`src/rtl/tfm_pkg.sv`:
```
// Package for the topic filter matcher: shared widths, register indexes,
// character codes and the state and filter bundles. No dependencies.
`timescale 1ns / 1ps
`default_nettype none

package tfm_pkg;

  // Default filter capacity in bytes
  localparam int FILTER_BYTES_DEF = 32;

  // Filter position and length width (fixed by the 6-bit length register)
  localparam int POS_W = 6;
  // Positions reachable by a 6-bit index; bytes past the filter read as zero
  localparam int PAD_BYTES = 2 ** POS_W;

  localparam int BYTE_W     = 8;
  localparam int WORD_BYTES = 8;
  localparam int CFG_DATA_W = BYTE_W * WORD_BYTES;
  localparam int CFG_IDX_W  = 3;

  // Configuration register indexes
  typedef enum logic [CFG_IDX_W-1:0] {
    REG_FILTER_LENGTH = 3'd0,
    REG_FILTER_WORD_0 = 3'd1,
    REG_FILTER_WORD_1 = 3'd2,
    REG_FILTER_WORD_2 = 3'd3,
    REG_FILTER_WORD_3 = 3'd4
  } cfg_reg_e;

  // Topic and filter characters with a meaning
  localparam logic [BYTE_W-1:0] CH_SLASH = 8'h2F;
  localparam logic [BYTE_W-1:0] CH_HASH  = 8'h23;
  localparam logic [BYTE_W-1:0] CH_PLUS  = 8'h2B;

  // Filter bytes padded to every reachable position
  typedef logic [PAD_BYTES-1:0][BYTE_W-1:0] fbytes_t;

  // Effective filter as seen by the matcher
  typedef struct packed {
    logic [POS_W-1:0] len;
    fbytes_t          bytes;
  } tfm_filter_t;

  // Per-topic match state
  typedef struct packed {
    logic [POS_W-1:0] pos;
    logic             skip;
    logic             known;
    logic             value;
  } tfm_state_t;

endpackage

`default_nettype wire

```
`src/rtl/tfm_cfg_regs.sv`:
```
// Configuration registers of the topic filter matcher: filter length and
// filter bytes, presented as a zero-padded byte vector. Depends on tfm_pkg.
`timescale 1ns / 1ps
`default_nettype none

module tfm_cfg_regs #(
  parameter int FILTER_BYTES = tfm_pkg::FILTER_BYTES_DEF
) (
  input  wire logic                             clk_i,
  input  wire logic                             rst_ni,
  input  wire logic                             cfg_we_i,
  input  wire logic [tfm_pkg::CFG_IDX_W-1:0]    cfg_index_i,
  input  wire logic [tfm_pkg::CFG_DATA_W-1:0]   cfg_data_i,
  output tfm_pkg::tfm_filter_t                  filter_o
);

  localparam logic [tfm_pkg::POS_W-1:0] FB_POS = tfm_pkg::POS_W'(FILTER_BYTES);

  logic [tfm_pkg::POS_W-1:0]                    len_q;
  logic [FILTER_BYTES-1:0][tfm_pkg::BYTE_W-1:0] bytes_q;
  logic [tfm_pkg::POS_W-1:0]                    eff_len;

  // Length register
  always_ff @(posedge clk_i or negedge rst_ni) begin
    if (!rst_ni) begin
      len_q <= '0;
    end else if (cfg_we_i && cfg_index_i == tfm_pkg::REG_FILTER_LENGTH) begin
      len_q <= cfg_data_i[tfm_pkg::POS_W-1:0];
    end
  end

  // Filter bytes, each taken from its word register lane
  for (genvar k = 0; k < FILTER_BYTES; k++) begin : g_byte
    localparam int Word = k / tfm_pkg::WORD_BYTES;
    localparam int Lane = (k % tfm_pkg::WORD_BYTES) * tfm_pkg::BYTE_W;
    localparam logic [tfm_pkg::CFG_IDX_W-1:0] Idx =
      tfm_pkg::CFG_IDX_W'(int'(tfm_pkg::REG_FILTER_WORD_0) + Word);

    always_ff @(posedge clk_i or negedge rst_ni) begin
      if (!rst_ni) begin
        bytes_q[k] <= '0;
      end else if (cfg_we_i && cfg_index_i == Idx) begin
        bytes_q[k] <= cfg_data_i[Lane +: tfm_pkg::BYTE_W];
      end
    end
  end

  // Clamp the length to the storage
  assign eff_len      = (len_q > FB_POS) ? FB_POS : len_q;
  assign filter_o.len = eff_len;

  // Zero every position at or past the effective length
  for (genvar k = 0; k < tfm_pkg::PAD_BYTES; k++) begin : g_pad
    if (k < FILTER_BYTES) begin : g_stored
      assign filter_o.bytes[k] = (tfm_pkg::POS_W'(k) < eff_len) ? bytes_q[k] : '0;
    end else begin : g_empty
      assign filter_o.bytes[k] = '0;
    end
  end

endmodule

`default_nettype wire

```
`src/rtl/tfm_step.sv`:
```
// Next-state logic of the topic filter matcher for one topic byte,
// including the run of empty '+' levels at a '/'. Depends on tfm_pkg.
`timescale 1ns / 1ps
`default_nettype none

module tfm_step (
  input  wire tfm_pkg::tfm_filter_t         filter_i,
  input  wire tfm_pkg::tfm_state_t          state_i,
  input  wire logic [tfm_pkg::BYTE_W-1:0]   topic_byte_i,
  input  wire logic                         last_byte_i,
  output tfm_pkg::tfm_state_t               state_o,
  output logic                              matched_o
);

  logic [tfm_pkg::PAD_BYTES-1:0] plus_mask;
  logic [tfm_pkg::PAD_BYTES-1:0] plus_run;
  logic [tfm_pkg::POS_W-1:0]     run_len;
  logic [tfm_pkg::POS_W-1:0]     q;
  logic [tfm_pkg::POS_W:0]       q_ext;
  logic [tfm_pkg::POS_W:0]       s_ext;
  logic [tfm_pkg::BYTE_W-1:0]    c0;
  logic [tfm_pkg::BYTE_W-1:0]    c1;
  logic [tfm_pkg::BYTE_W-1:0]    c2;
  logic                          is_slash;
  tfm_pkg::tfm_state_t           nxt;

  // Mark filter '+' bytes
  always_comb begin
    for (int k = 0; k < tfm_pkg::PAD_BYTES; k++) begin
      plus_mask[k] = (filter_i.bytes[k] == tfm_pkg::CH_PLUS);
    end
  end

  // Count the '+' run that starts at the current position
  assign plus_run = ~(plus_mask >> state_i.pos);

  always_comb begin
    run_len = '0;
    for (int k = tfm_pkg::PAD_BYTES - 1; k >= 0; k--) begin
      if (plus_run[k]) begin
        run_len = tfm_pkg::POS_W'(k);
      end
    end
  end

  // A '/' passes over empty '+' levels before it is compared
  assign is_slash = (topic_byte_i == tfm_pkg::CH_SLASH);
  assign q        = is_slash ? state_i.pos + run_len : state_i.pos;
  assign q_ext    = {1'b0, q};
  assign s_ext    = {1'b0, filter_i.len};
  assign c0       = filter_i.bytes[q];
  assign c1       = filter_i.bytes[q + tfm_pkg::POS_W'(1)];
  assign c2       = filter_i.bytes[q + tfm_pkg::POS_W'(2)];

  // Advance the state or settle the verdict
  always_comb begin
    nxt = state_i;
    if (!state_i.known) begin
      if (state_i.skip && !is_slash) begin
        // Inside a '+' level: consume the byte
        if (last_byte_i) begin
          nxt.known = 1'b1;
          nxt.value = (state_i.pos == filter_i.len);
        end
      end else begin
        nxt.skip = 1'b0;
        nxt.pos  = q;
        if (q >= filter_i.len) begin
          nxt.known = 1'b1;
          nxt.value = 1'b0;
        end else if (c0 == topic_byte_i) begin
          if (last_byte_i && q_ext + 7'd3 == s_ext && c1 == tfm_pkg::CH_SLASH &&
              c2 == tfm_pkg::CH_HASH) begin
            // Trailing "/#" also matches the parent level
            nxt.known = 1'b1;
            nxt.value = 1'b1;
          end else begin
            nxt.pos = q + tfm_pkg::POS_W'(1);
            if (last_byte_i) begin
              nxt.known = 1'b1;
              nxt.value = (q_ext + 7'd1 == s_ext) ||
                          (q_ext + 7'd2 == s_ext && c1 == tfm_pkg::CH_PLUS);
            end
          end
        end else if (c0 == tfm_pkg::CH_PLUS) begin
          // Start of a '+' level
          nxt.pos  = q + tfm_pkg::POS_W'(1);
          nxt.skip = 1'b1;
          if (last_byte_i) begin
            nxt.known = 1'b1;
            nxt.value = (q_ext + 7'd1 == s_ext);
          end
        end else if (c0 == tfm_pkg::CH_HASH) begin
          nxt.known = 1'b1;
          nxt.value = (q_ext + 7'd1 == s_ext);
        end else begin
          nxt.known = 1'b1;
          nxt.value = 1'b0;
        end
      end
    end
    matched_o = nxt.known && nxt.value;
    // Rearm after the last byte of a topic
    if (last_byte_i) begin
      state_o = '0;
    end else begin
      state_o = nxt;
    end
  end

endmodule

`default_nettype wire

```
`src/rtl/topic_filter_match.sv`:
```
// Top level of the topic filter matcher: input register, match state,
// result register. Depends on tfm_pkg, tfm_cfg_regs and tfm_step.
`timescale 1ns / 1ps
`default_nettype none

// Topic filter matcher. Topic bytes stream in one per item, last_byte_i
// marking the end of a topic; for each topic one result item carries matched_o.
// The block takes one topic byte every cycle while not stalled: each byte is
// held in an input register, compared against the filter combinationally
// (including any run of empty '+' levels at a '/'); the verdict of a last byte
// is registered in the output register as that byte retires. A waiting result
// only stalls the input when the next byte to finish is itself a last byte.
// Write the filter length and filter words only while no topic is in flight;
// a new topic may start in the cycle after a write.
module topic_filter_match #(
  parameter int FILTER_BYTES = tfm_pkg::FILTER_BYTES_DEF
) (
  input  wire logic                           clk_i,
  input  wire logic                           rst_ni,
  input  wire logic                           cfg_we_i,
  input  wire logic [tfm_pkg::CFG_IDX_W-1:0]  cfg_index_i,
  input  wire logic [tfm_pkg::CFG_DATA_W-1:0] cfg_data_i,
  input  wire logic                           in_valid_i,
  output logic                                in_ready_o,
  input  wire logic [tfm_pkg::BYTE_W-1:0]     topic_byte_i,
  input  wire logic                           last_byte_i,
  output logic                                out_valid_o,
  input  wire logic                           out_ready_i,
  output logic                                matched_o
);

  tfm_pkg::tfm_filter_t        filter;
  tfm_pkg::tfm_state_t         state_q;
  tfm_pkg::tfm_state_t         state_d;
  logic                        hold_valid_q;
  logic [tfm_pkg::BYTE_W-1:0]  hold_byte_q;
  logic                        hold_last_q;
  logic                        out_valid_q;
  logic                        matched_q;
  logic                        step_matched;
  logic                        advance;

  tfm_cfg_regs #(
    .FILTER_BYTES(FILTER_BYTES)
  ) u_cfg_regs (
    .clk_i      (clk_i),
    .rst_ni     (rst_ni),
    .cfg_we_i   (cfg_we_i),
    .cfg_index_i(cfg_index_i),
    .cfg_data_i (cfg_data_i),
    .filter_o   (filter)
  );

  tfm_step u_step (
    .filter_i    (filter),
    .state_i     (state_q),
    .topic_byte_i(hold_byte_q),
    .last_byte_i (hold_last_q),
    .state_o     (state_d),
    .matched_o   (step_matched)
  );

  // Retire the held item unless its result has nowhere to go
  assign advance    = hold_valid_q && (!hold_last_q || !out_valid_q || out_ready_i);
  assign in_ready_o = !hold_valid_q || advance;

  // Input register
  always_ff @(posedge clk_i or negedge rst_ni) begin
    if (!rst_ni) begin
      hold_valid_q <= 1'b0;
    end else if (in_ready_o) begin
      hold_valid_q <= in_valid_i;
    end
  end

  always_ff @(posedge clk_i) begin
    if (in_ready_o && in_valid_i) begin
      hold_byte_q <= topic_byte_i;
      hold_last_q <= last_byte_i;
    end
  end

  // Match state advances once per retired item
  always_ff @(posedge clk_i or negedge rst_ni) begin
    if (!rst_ni) begin
      state_q <= '0;
    end else if (advance) begin
      state_q <= state_d;
    end
  end

  // Result register
  always_ff @(posedge clk_i or negedge rst_ni) begin
    if (!rst_ni) begin
      out_valid_q <= 1'b0;
    end else if (advance && hold_last_q) begin
      out_valid_q <= 1'b1;
    end else if (out_ready_i) begin
      out_valid_q <= 1'b0;
    end
  end

  always_ff @(posedge clk_i) begin
    if (advance && hold_last_q) begin
      matched_q <= step_matched;
    end
  end

  assign out_valid_o = out_valid_q;
  assign matched_o   = matched_q;

endmodule

`default_nettype wire
```
`config.mk`:
```
export PLATFORM = sky130hd
export DESIGN_NAME = topic_filter_match
export DESIGN_NICKNAME = d
export VERILOG_FILES = /design/src/rtl/tfm_pkg.sv /design/src/rtl/tfm_cfg_regs.sv /design/src/rtl/tfm_step.sv /design/src/rtl/topic_filter_match.sv
export SDC_FILE = /design/constraint.sdc
export NUM_CORES = 1
export LEC_CHECK = 0
export BUFFER_PORTS_ARGS = -buffer_cell sky130_fd_sc_hd__buf_2
export CAP_MARGIN = 20
export CORE_ASPECT_RATIO = 1.5
export CORE_MARGIN = 2
export CORE_UTILIZATION = 25
export CTS_CLUSTER_DIAMETER = 150
export CTS_CLUSTER_SIZE = 10
export DETAILED_ROUTE_END_ITERATION = 8
export PLACE_DENSITY = 0.5
export SLEW_MARGIN = 40
export SYNTH_ARGS = -nofsm -noshare
export SYNTH_HDL_FRONTEND = slang
export SYNTH_SLANG_ARGS = --single-unit
```
`constraint.sdc`:
```
create_clock -name clk_i -period 20 [get_ports clk_i]
set_clock_uncertainty 0.05 [all_clocks]
set_input_delay 2 -clock clk_i [delete_from_list [all_inputs] [get_ports clk_i]]
set_output_delay 2 -clock clk_i [all_outputs]
set_load 0.05 [all_outputs]
```
==> summary.txt, run 1 <==
Yosys
  • Count of distinct cell types in the synthesized netlist: 108
  • Flop and latch count out of synthesis: 283
  • Mapped Avg Cell Area: 9.07 µm²
  • Number of standard cells after synthesis: 2,497
  • Total number of yosys warnings: 0
  • Main flop type after synthesis: sky130_fd_sc_hd__dfrtp_1
  • Post-synth net total: 2,594
  • Netlist area before placement: 22,700 µm²
  • Fraction of the yosys area taken by sequential cells: 31.5%
  • Number of enable-type register cells in the synthesized netlist: 10
  • Share of synthesized registers carrying an async set or reset: 96.5%

Clock tree
  • Clock tree from TritonCTS: yes
  • Number of resized instances in the post-cts repair step: 0
  • Clock buffers created by TritonCTS: 34
  • Post-CTS Hold Fix Bufs: 0
  • Clock sink total: 283
  • Reg clk slew, reported paths: 0.06 ns
  • Clock latency of the later-clocked register in the worst-skew pair: 0.56 ns
  • Buffer levels on the longest clock path: 3
  • Setup repair bufs after CTS: 0
  • Clk Tree Root Cell: sky130_fd_sc_hd__clkbuf_16
  • H-tree depth: 2

Critical path
  • Startpoint types: register
  • Data required, critical path: 20.39 ns
  • Crit path top cell by count: sky130_fd_sc_hd__buf_4
  • R2R depth: 35
  • Timing startpoint of the critical path: u_cfg_regs.len_q[5]$_DFFE_PN0P_
  • Data arrival time of the critical path: 11.46 ns
  • Critical-path top delay cell: sky130_fd_sc_hd__dfrtp_2
  • Largest stage delay on the critical path: 0.72 ns
  • Worst R2R Start: u_cfg_regs.len_q[5]$_DFFE_PN0P_
  • Worst-case register-to-register setup slack: 8.92 ns
  • R2R Path End: state_q[8]$_DFFE_PN0P_
  • Crit-path max FO: 42
  • Startpoint-to-endpoint class of the critical path: register to register
  • Capturing element type of the critical path: register

Detailed routing
  • Number of remaining DRC errors: 0
  • ANT nets after route: 0
  • Vias per cell: 6.46
  • Iteration-0 DRC Markers: 2,928
  • Number of optimization iterations in the first detailed-route pass: 8
  • Via count: 23,700
  • Wire length per cell: 38.0 µm
  • Total Routed Length: 139 mm

STA
  • Slew margin rel.: 32.3%
  • Part of the cycle the worst path needs: 55.4%
  • Fin Hold WS: 0.448 ns
  • TNS Setup: 0 ns
  • Setup repair after global routing missed its margin: no
  • Worst-margin pin slew: 1.01 ns
  • Count of endpoints failing setup in the final report: 0
  • Highest achievable clock rate: 0.0903 GHz
  • Slew Viols, Final: 0
  • Minimum clock period: 11.08 ns
  • Count of final hold-check violations: 0

GRT
  • Total GRT Usage: 29.3%
  • Number of global-route vias before repair: 22,900
  • Number of antenna violations at the first check in global routing: 9
  • Total gr overflow: 0
  • Largest net degree at the start of global routing: 83
  • First-pass GRT wire length: 191 mm

Finish
  • Post-layout util: 28.4%
  • Layout cell share with drive strength beyond 1: 23.3%
  • Total of fill cells in the finished design: 9,669
  • Non-filler instance count after layout: 3,669
  • Most frequent cells in the layout: sky130_fd_sc_hd__mux2_2 (280), sky130_fd_sc_hd__dfrtp_1 (270), sky130_fd_sc_hd__nand2_1 (230), sky130_fd_sc_hd__nor2_1 (120), sky130_fd_sc_hd__nand4_1 (95)
  • Layout overhead on the synthesized area: 12.8%
  • Most common library cell in the layout ignoring fill and taps: sky130_fd_sc_hd__mux2_2
  • Design Area, Final: 25,600 µm²
  • NumNets Final: 2,594
  • Multi-input combinational cell area: 14,800 µm²
  • Area used by sequential logic in the layout: 7140 µm²

Pwr
  • Cell Int Power: 1.43 mW
  • Relative contribution of the clock network to total power: 20.1%
  • Sequential Power Share: 33.5%
  • P per Cell Area: 109 nW/µm²
  • Static leakage power: 9.54 nW
  • Gate power share: 46.4%
  • Switching part of the total power: 48.6%
  • NetSw: 1.36 mW
  • Maximum vdd drop: 0.0519 mV

Floorplan
  • Total die area: 93,100 µm²
  • Number of placed I/O pins: 84
  • Die Width: 250 µm
  • Initial Util: 25.2%
  • # rows: 135
  • Core area: 90,000 µm²
  • Die Ht: 373 µm

Placement
  • Half-perimeter wire length of the detailed placement result: 107 mm
  • Instance area at placement: 24,500 µm²
  • Weighted congestion at the end of routability-driven global placement: 1.03
  • Number of placed instances, taps included: 3,622
  • Buffers added on ports: 83

Hold path
  • Path class of the lowest-slack min-delay path: register to register
  • Hold worst-path end: state_q[2]$_DFFE_PN0P_
  • Worst hold start: state_q[2]$_DFFE_PN0P_
  • Hold Path Stages: 1

Outcome
  • Run status: finished, final reports clean

Flow run
  • Max-cap violation count: 0
metrics by stage:
stage / power, mW / worst slack [ns]
after global placement: 2.16 / 9.25
after global routing: 2.86 / 8.53
after detailed placement: 2.16 / 9.43
after floorplan: 1.55 / 11.80
after CTS: 2.73 / 9.39
final: 2.79 / 8.92
kinds of logic after synthesis:
kind of cell	after synthesis	synth area share [%]
DFF	283	31.5
and+or+nand+nor	954	23.4
AOI/OAI and AO/OA	637	21.0
buffers and inverters	227	4.24
adders and majority gates	16	0.917
muxes	346	17.7
xor gates and xnor gates	34	1.31
state kept, by name, indices dropped and copies added (netlist names):
| name | count |
|---|---|
| hold_byte_q | 8 |
| hold_last_q | 1 |
| hold_valid_q | 1 |
| matched_o | 1 |
| out_valid_o | 1 |
| state_q | 9 |
| u_cfg_regs.bytes_q | 256 |
| u_cfg_regs.len_q | 6 |
final cells by class:
type | count | area share (%)
multi-input combinational | 1987 | 58.1
inverter | 32 | 0.490
clock inverter | 3 | 0.157
antenna | 2 | 0.0196
timing repair buffer | 159 | 4.07
clock buffer | 39 | 3.53
sequential | 283 | 27.9
tap | 1164 | 5.70
worst max-delay path, delay by kind of cell, from the launching register on:
| family | cells | cell delay, ns |
|---|---|---|
| flip-flops | 1 | 0.72 |
| buffers and inverters | 5 | 1.82 |
| adder cells (fa/ha/maj) | 2 | 0.67 |
| AND/OR/NAND/NOR | 9 | 2.25 |
| AO/OA/AOI/OAI | 19 | 5.37 |
layer usage:
layer	part of all wire, %	track usage, %	vias up
met2	47	48.5	1384
met5	0.010	0	-
met3	6.4	3.66	455
li1	-	-	9784
met4	10	23.1	2
met1	37	34.1	12100
how the worst max path moves through the flow:
stage	end	slack [ns]	depth (start not counted)
after floorplan	matched_o$_DFFE_PP_	11.80	35
after detailed placement	matched_o$_DFFE_PP_	9.43	36
after global placement	matched_o$_DFFE_PP_	9.25	34
after global routing	matched_o$_DFFE_PP_	8.53	33
after CTS	matched_o$_DFFE_PP_	9.39	36
final	state_q[8]$_DFFE_PN0P_	8.92	35
power groups by stage:
stage	Combinational (mW)	Sequential [mW]	Clock (mW)
2_1_floorplan	0.752	0.796	0
5_1_grt	1.33	0.934	0.594
3_5_place_dp	1.23	0.929	0
3_3_place_gp	1.23	0.926	0
4_1_cts	1.23	0.918	0.576
6_report	1.29	0.934	0.561
synthesized netlist by cell type, types with 28 or more instances:
cell type | n | area share (%)
sky130_fd_sc_hd__o21ai_0 | 93 | 2.1
sky130_fd_sc_hd__nor4_1 | 30 | 0.83
sky130_fd_sc_hd__clkbuf_1 | 131 | 2.2
sky130_fd_sc_hd__a21oi_1 | 76 | 1.7
sky130_fd_sc_hd__nor2b_1 | 28 | 0.77
sky130_fd_sc_hd__mux2i_1 | 49 | 2.2
sky130_fd_sc_hd__and3_1 | 48 | 1.3
sky130_fd_sc_hd__mux2_2 | 280 | 14
sky130_fd_sc_hd__nand3_1 | 94 | 2.1
sky130_fd_sc_hd__a311oi_1 | 28 | 1.1
sky130_fd_sc_hd__nor2_1 | 125 | 2.1
sky130_fd_sc_hd__buf_2 | 39 | 0.86
sky130_fd_sc_hd__dfrtp_1 | 273 | 30
sky130_fd_sc_hd__nor3_1 | 71 | 1.6
sky130_fd_sc_hd__nand2_1 | 231 | 3.8
sky130_fd_sc_hd__o211ai_1 | 63 | 2.1
sky130_fd_sc_hd__nand4_1 | 95 | 2.6
(Power assumes the default switching activity.)
==> run 2, diff against run 1 <==
--- a/config.mk
+++ b/config.mk
@@ -5,6 +5,7 @@
 export SDC_FILE = /design/constraint.sdc
 export NUM_CORES = 1
 export LEC_CHECK = 0
+export ABC_AREA = 1
 export BUFFER_PORTS_ARGS = -buffer_cell sky130_fd_sc_hd__buf_2
 export CAP_MARGIN = 20
 export CORE_ASPECT_RATIO = 1.5
@@ -13,7 +14,7 @@
 export CTS_CLUSTER_DIAMETER = 150
 export CTS_CLUSTER_SIZE = 10
 export DETAILED_ROUTE_END_ITERATION = 8
-export PLACE_DENSITY = 0.5
+export PLACE_DENSITY = 0.51
 export SLEW_MARGIN = 40
 export SYNTH_ARGS = -nofsm -noshare
 export SYNTH_HDL_FRONTEND = slang
==> constraint.sdc (replaced) <==
create_clock -name clk_i -period 9 [get_ports clk_i]
set_clock_uncertainty 0.05 [all_clocks]
set_input_delay 0.9 -clock clk_i [delete_from_list [all_inputs] [get_ports clk_i]]
set_output_delay 0.9 -clock clk_i [all_outputs]
set_load 0.05 [all_outputs]
==> run 2 against run 1 <==
Effect of this change:
- clock power is 120% higher
- cell area down 6.2%
- critical path depth rose by 9
- combinational power grew to 2.7 times the previous value
- register-to-register slack worse by 8.4 ns
- sequential power up 92%
- sequential share of layout area grew 1.8 points
- power grew 130%
- fmax increased by 30%
- via count fell by 1.7%
- critical endpoint is now state_q[4]$_DFFE_PN0P_
- largest cell class unchanged
==> summary.txt, run 2 <==
STA
  • TNS Setup: 0 ns (unchanged)
  • Count of final hold-check violations: 0 (unchanged)
  • Slew Viols, Final: 0 (unchanged)
  • Part of the cycle the worst path needs: 94.6% (+39 points)
  • Worst-margin pin slew: 0.985 ns (-0.0277 ns)
  • Slew margin rel.: 33.5% (+1.2 points)
  • Minimum clock period: 8.52 ns (-2.56 ns)
  • Count of endpoints failing setup in the final report: 0 (unchanged)
  • Setup repair after global routing missed its margin: no
  • Highest achievable clock rate: 0.117 GHz (+30%)

GRT
  • Number of antenna violations at the first check in global routing: 6 (-3)
  • Largest net degree at the start of global routing: 153 (+84%)
  • Total GRT Usage: 24.9% (-4.4 points)
  • Number of global-route vias before repair: 22,400 (-2.3%)
  • First-pass GRT wire length: 158 mm (-18%)
  • Total gr overflow: 0 (unchanged)

Yosys
  • Most numerous cell types in the synthesized netlist: sky130_fd_sc_hd__nand2_1 (966), sky130_fd_sc_hd__o21ai_0 (505), sky130_fd_sc_hd__inv_1 (358)
  • Post-synth net total: 3,437 (+32%)
  • Total number of yosys warnings: 0 (unchanged)
  • Top cell type's share of synthesized area: 32.1% (+2.0 points)
  • Number of enable-type register cells in the synthesized netlist: 10 (unchanged)
  • Mapped Avg Cell Area: 6.37 µm² (-30%)
  • Netlist area before placement: 21,300 µm² (-6.1%)
  • Library cell with the highest instance count after synthesis: sky130_fd_sc_hd__nand2_1
  • Cell taking the most area after synthesis: sky130_fd_sc_hd__dfrtp_1
  • Area contributors post-synth: sky130_fd_sc_hd__dfrtp_1 (32%), sky130_fd_sc_hd__nand2_1 (17%), sky130_fd_sc_hd__o21ai_0 (12%), sky130_fd_sc_hd__inv_1 (6.3%), sky130_fd_sc_hd__nand3_1 (5.2%)
  • Number of standard cells after synthesis: 3,340 (+34%)
  • Count of distinct cell types in the synthesized netlist: 62 (-43%)
  • Share of synthesized registers carrying an async set or reset: 96.5% (unchanged)
  • Main flop type after synthesis: sky130_fd_sc_hd__dfrtp_1
  • Fraction of the yosys area taken by sequential cells: 33.5% (+2.0 points)
  • Flop and latch count out of synthesis: 283 (unchanged)

Critical path
  • Crit path top cell by count: sky130_fd_sc_hd__nand2_1
  • Data required, critical path: 9.48 ns (-10.91 ns)
  • Startpoint types: register
  • Top delay family on crit path: simple AND/OR/NAND/NOR gates
  • Data arrival time of the critical path: 9.00 ns (-2.46 ns)
  • Largest stage delay on the critical path: 0.58 ns (-0.14 ns)
  • Critical-path top delay cell: sky130_fd_sc_hd__dfrtp_1
  • Crit-path max FO: 33 (-21%)
  • Startpoint-to-endpoint class of the critical path: register to register
  • Capturing element type of the critical path: register
  • Buf+Inv Stages, Crit Path: 6 (+1)

Placement
  • Weighted congestion at the end of routability-driven global placement: 1.08 (+5.1%)
  • Half-perimeter wire length of the detailed placement result: 87.0 mm (-19%)
  • Buffers added on ports: 83 (unchanged)
  • Instance area at placement: 22,900 µm² (-6.2%)

Finish
  • Design Area, Final: 24,000 µm² (-6.2%)
  • Layout overhead on the synthesized area: 12.6%
  • Most frequent cells in the layout: sky130_fd_sc_hd__nand2_1 (964), sky130_fd_sc_hd__o21ai_0 (484), sky130_fd_sc_hd__inv_1 (357), sky130_fd_sc_hd__dfrtp_1 (273), sky130_fd_sc_hd__nor2_1 (256)
  • Layout cell share with drive strength beyond 1: 9.29% (-14 points)
  • Total of fill cells in the finished design: 9,545 (-1.3%)
  • Flip-flop count of the largest register, all copies and words added: 256 (unchanged)
  • NumNets Final: 3,439 (+33%)
  • Most common library cell in the layout ignoring fill and taps: sky130_fd_sc_hd__nand2_1
  • Top flop regs: u_cfg_regs.bytes_q: 256 flops, state_q: 9 flops, hold_byte_q: 8 flops
  • Largest register by flop count: u_cfg_regs.bytes_q

Clock tree
  • Clock tree from TritonCTS: yes
  • Clock sink total: 283 (unchanged)
  • Clk Tree Root Cell: sky130_fd_sc_hd__clkbuf_16
  • Reg clk slew, reported paths: 0.08 ns (+0.02 ns)
  • Clock buffers created by TritonCTS: 34 (unchanged)
  • Setup repair bufs after CTS: 0 (unchanged)
  • H-tree depth: 2 (unchanged)
  • Clock latency of the later-clocked register in the worst-skew pair: 0.59 ns (+0.03 ns)
  • Post-CTS Hold Fix Bufs: 0 (unchanged)
  • Buffer levels on the longest clock path: 3 (unchanged)

Pwr
  • Total Power: 6.54 mW (+130%)
  • Maximum vdd drop: 0.124 mV (+140%)
  • NetSw: 3.35 mW (+150%)
  • P per Cell Area: 273 nW/µm² (+150%)
  • Switching part of the total power: 51.3% (+2.7 points)
  • Cell Int Power: 3.18 mW (+120%)
  • Static leakage power: 11.3 nW (+19%)
  • Gate power share: 53.8% (+7.4 points)
  • Relative contribution of the clock network to total power: 18.8% (-1.3 points)
  • Sequential Power Share: 27.3% (-6.2 points)

Floorplan
  • Total die area: 87,500 µm² (-6.0%)
  • Initial Util: 25.1% (-0.056 points)
  • Die Ht: 361 µm (-3.1%)
  • Core area: 84,700 µm² (-5.9%)
  • # rows: 131 (-3.0%)
  • Number of placed I/O pins: 84 (unchanged)
  • Die Width: 242 µm (-3.0%)

Outcome
  • Run status: finished, final reports clean

Detailed routing
  • Iteration-0 DRC Markers: 2,266 (-23%)
  • ANT nets after route: 0 (unchanged)
  • Number of optimization iterations in the first detailed-route pass: 6 (-2)
  • Vias per cell: 5.21 (-19%)
  • Total Routed Length: 111 mm (-21%)
  • Number of remaining DRC errors: 0 (unchanged)
  • Via count: 23,300 (-1.7%)
  • Wire length per cell: 24.8 µm (-35%)

Hold path
  • Path class of the lowest-slack min-delay path: input pin to async pin

Flow run
  • Max-cap violation count: 0 (unchanged)
run 2: cell types whose count changed after synthesis, moves of 28 or more:
cell                       delta
sky130_fd_sc_hd__a21oi_1     +37
sky130_fd_sc_hd__and3_1      -48
sky130_fd_sc_hd__inv_1      +331
sky130_fd_sc_hd__mux2_2     -280
sky130_fd_sc_hd__mux2i_1     -49
sky130_fd_sc_hd__nand2_1    +735
sky130_fd_sc_hd__nand3_1    +128
sky130_fd_sc_hd__nand4_1     -38
sky130_fd_sc_hd__nor2_1     +133
sky130_fd_sc_hd__nor2b_1     -28
sky130_fd_sc_hd__o211ai_1    -30
sky130_fd_sc_hd__o21ai_0    +412
run 2: worst register-to-register path: cells and delay by family, from the launching register on:
kind            cells  cell delay [ns]
compound gates      8             2.05
fa+ha+maj           3             0.97
buf+inv             6             1.47
flops               1             0.58
simple gates       27             3.35
run 2: cells by family (layout without fill, tap and decap cells):
kind of cell | Yosys count | in the layout | share of synthesized area [%]
AOI/OAI and AO/OA | 783 | 783 | 20.3
xor gates and xnor gates | 11 | 11 | 0.453
DFF | 283 | 283 | 33.5
other | 0 | 1 | 0
adders and majority gates | 16 | 16 | 0.976
buffers and inverters | 569 | 575 | 10.5
and+or+nand+nor | 1678 | 1678 | 34.2
run 2: area by class of cell:
cell class | instances | area (µm²) | share of cell area [%]
antenna | 1 | 2.50 | 0.0104
clock buffer | 38 | 887 | 3.70
clock inverter | 2 | 17.5 | 0.0731
inverter | 385 | 1450 | 6.07
multi-input combinational | 2488 | 12000 | 50.2
sequential | 283 | 7130 | 29.8
tap | 1130 | 1410 | 5.90
timing repair buffer | 150 | 1030 | 4.30
run 2: metrics by stage:
| step | hold WS, ns | setup WS [ns] | util, % | instances |
|---|---|---|---|---|
| final | 0.247 | 0.483 | 28.3 | 4477 |
| after global routing | 0.282 | 0.00786 | 28.3 | 4476 |
| after CTS | 0.260 | 0.560 | 28.1 | 4474 |
| after detailed placement | 0.423 | 0.595 | 27.1 | 4434 |
| after global placement | 0.418 | 0.576 | 27.1 | 4434 |
| after floorplan | 0.403 | 2.22 | - | 3340 |
run 2: what timing repair did:
action	4_1_cts	5_1_grt
endpoints found under the hold margin	0	0
resized for setup	0	8
setup endpoints to repair	0	10
run 2: worst paths after layout:
path	start	end	slack [ns]	depth (start not counted)
min in group clk_i	u_cfg_regs.bytes_q[69]$_DFFE_PN0P_	u_cfg_regs.bytes_q[69]$_DFFE_PN0P_	0.43	2
max	u_cfg_regs.len_q[5]$_DFFE_PN0P_	state_q[4]$_DFFE_PN0P_	0.48	44
max in group asynchronous	rst_ni	u_cfg_regs.bytes_q[122]$_DFFE_PN0P_	7.37	3
min reg2reg	u_cfg_regs.bytes_q[69]$_DFFE_PN0P_	u_cfg_regs.bytes_q[69]$_DFFE_PN0P_	0.43	2
min	rst_ni	u_cfg_regs.bytes_q[84]$_DFFE_PN0P_	0.25	1
max reg2reg	u_cfg_regs.len_q[5]$_DFFE_PN0P_	state_q[4]$_DFFE_PN0P_	0.48	44
run 2: per-layer routing:
metal	vias to the layer above	routed length, µm	track usage [%]
met3	371	5720	3.23
met5	-	51	0
met4	6	12200	22.7
li1	11000	-	-
met2	966	53600	43.4
met1	11000	39200	26.1
run 2: power groups by stage:
stage	logic (mW)	clock network, mW	registers (mW)
3_5_place_dp	3.36	0	1.80
6_report	3.52	1.23	1.79
4_1_cts	3.37	1.27	1.78
3_3_place_gp	3.38	0	1.80
5_1_grt	3.78	1.32	1.80
2_1_floorplan	2.12	0	1.67
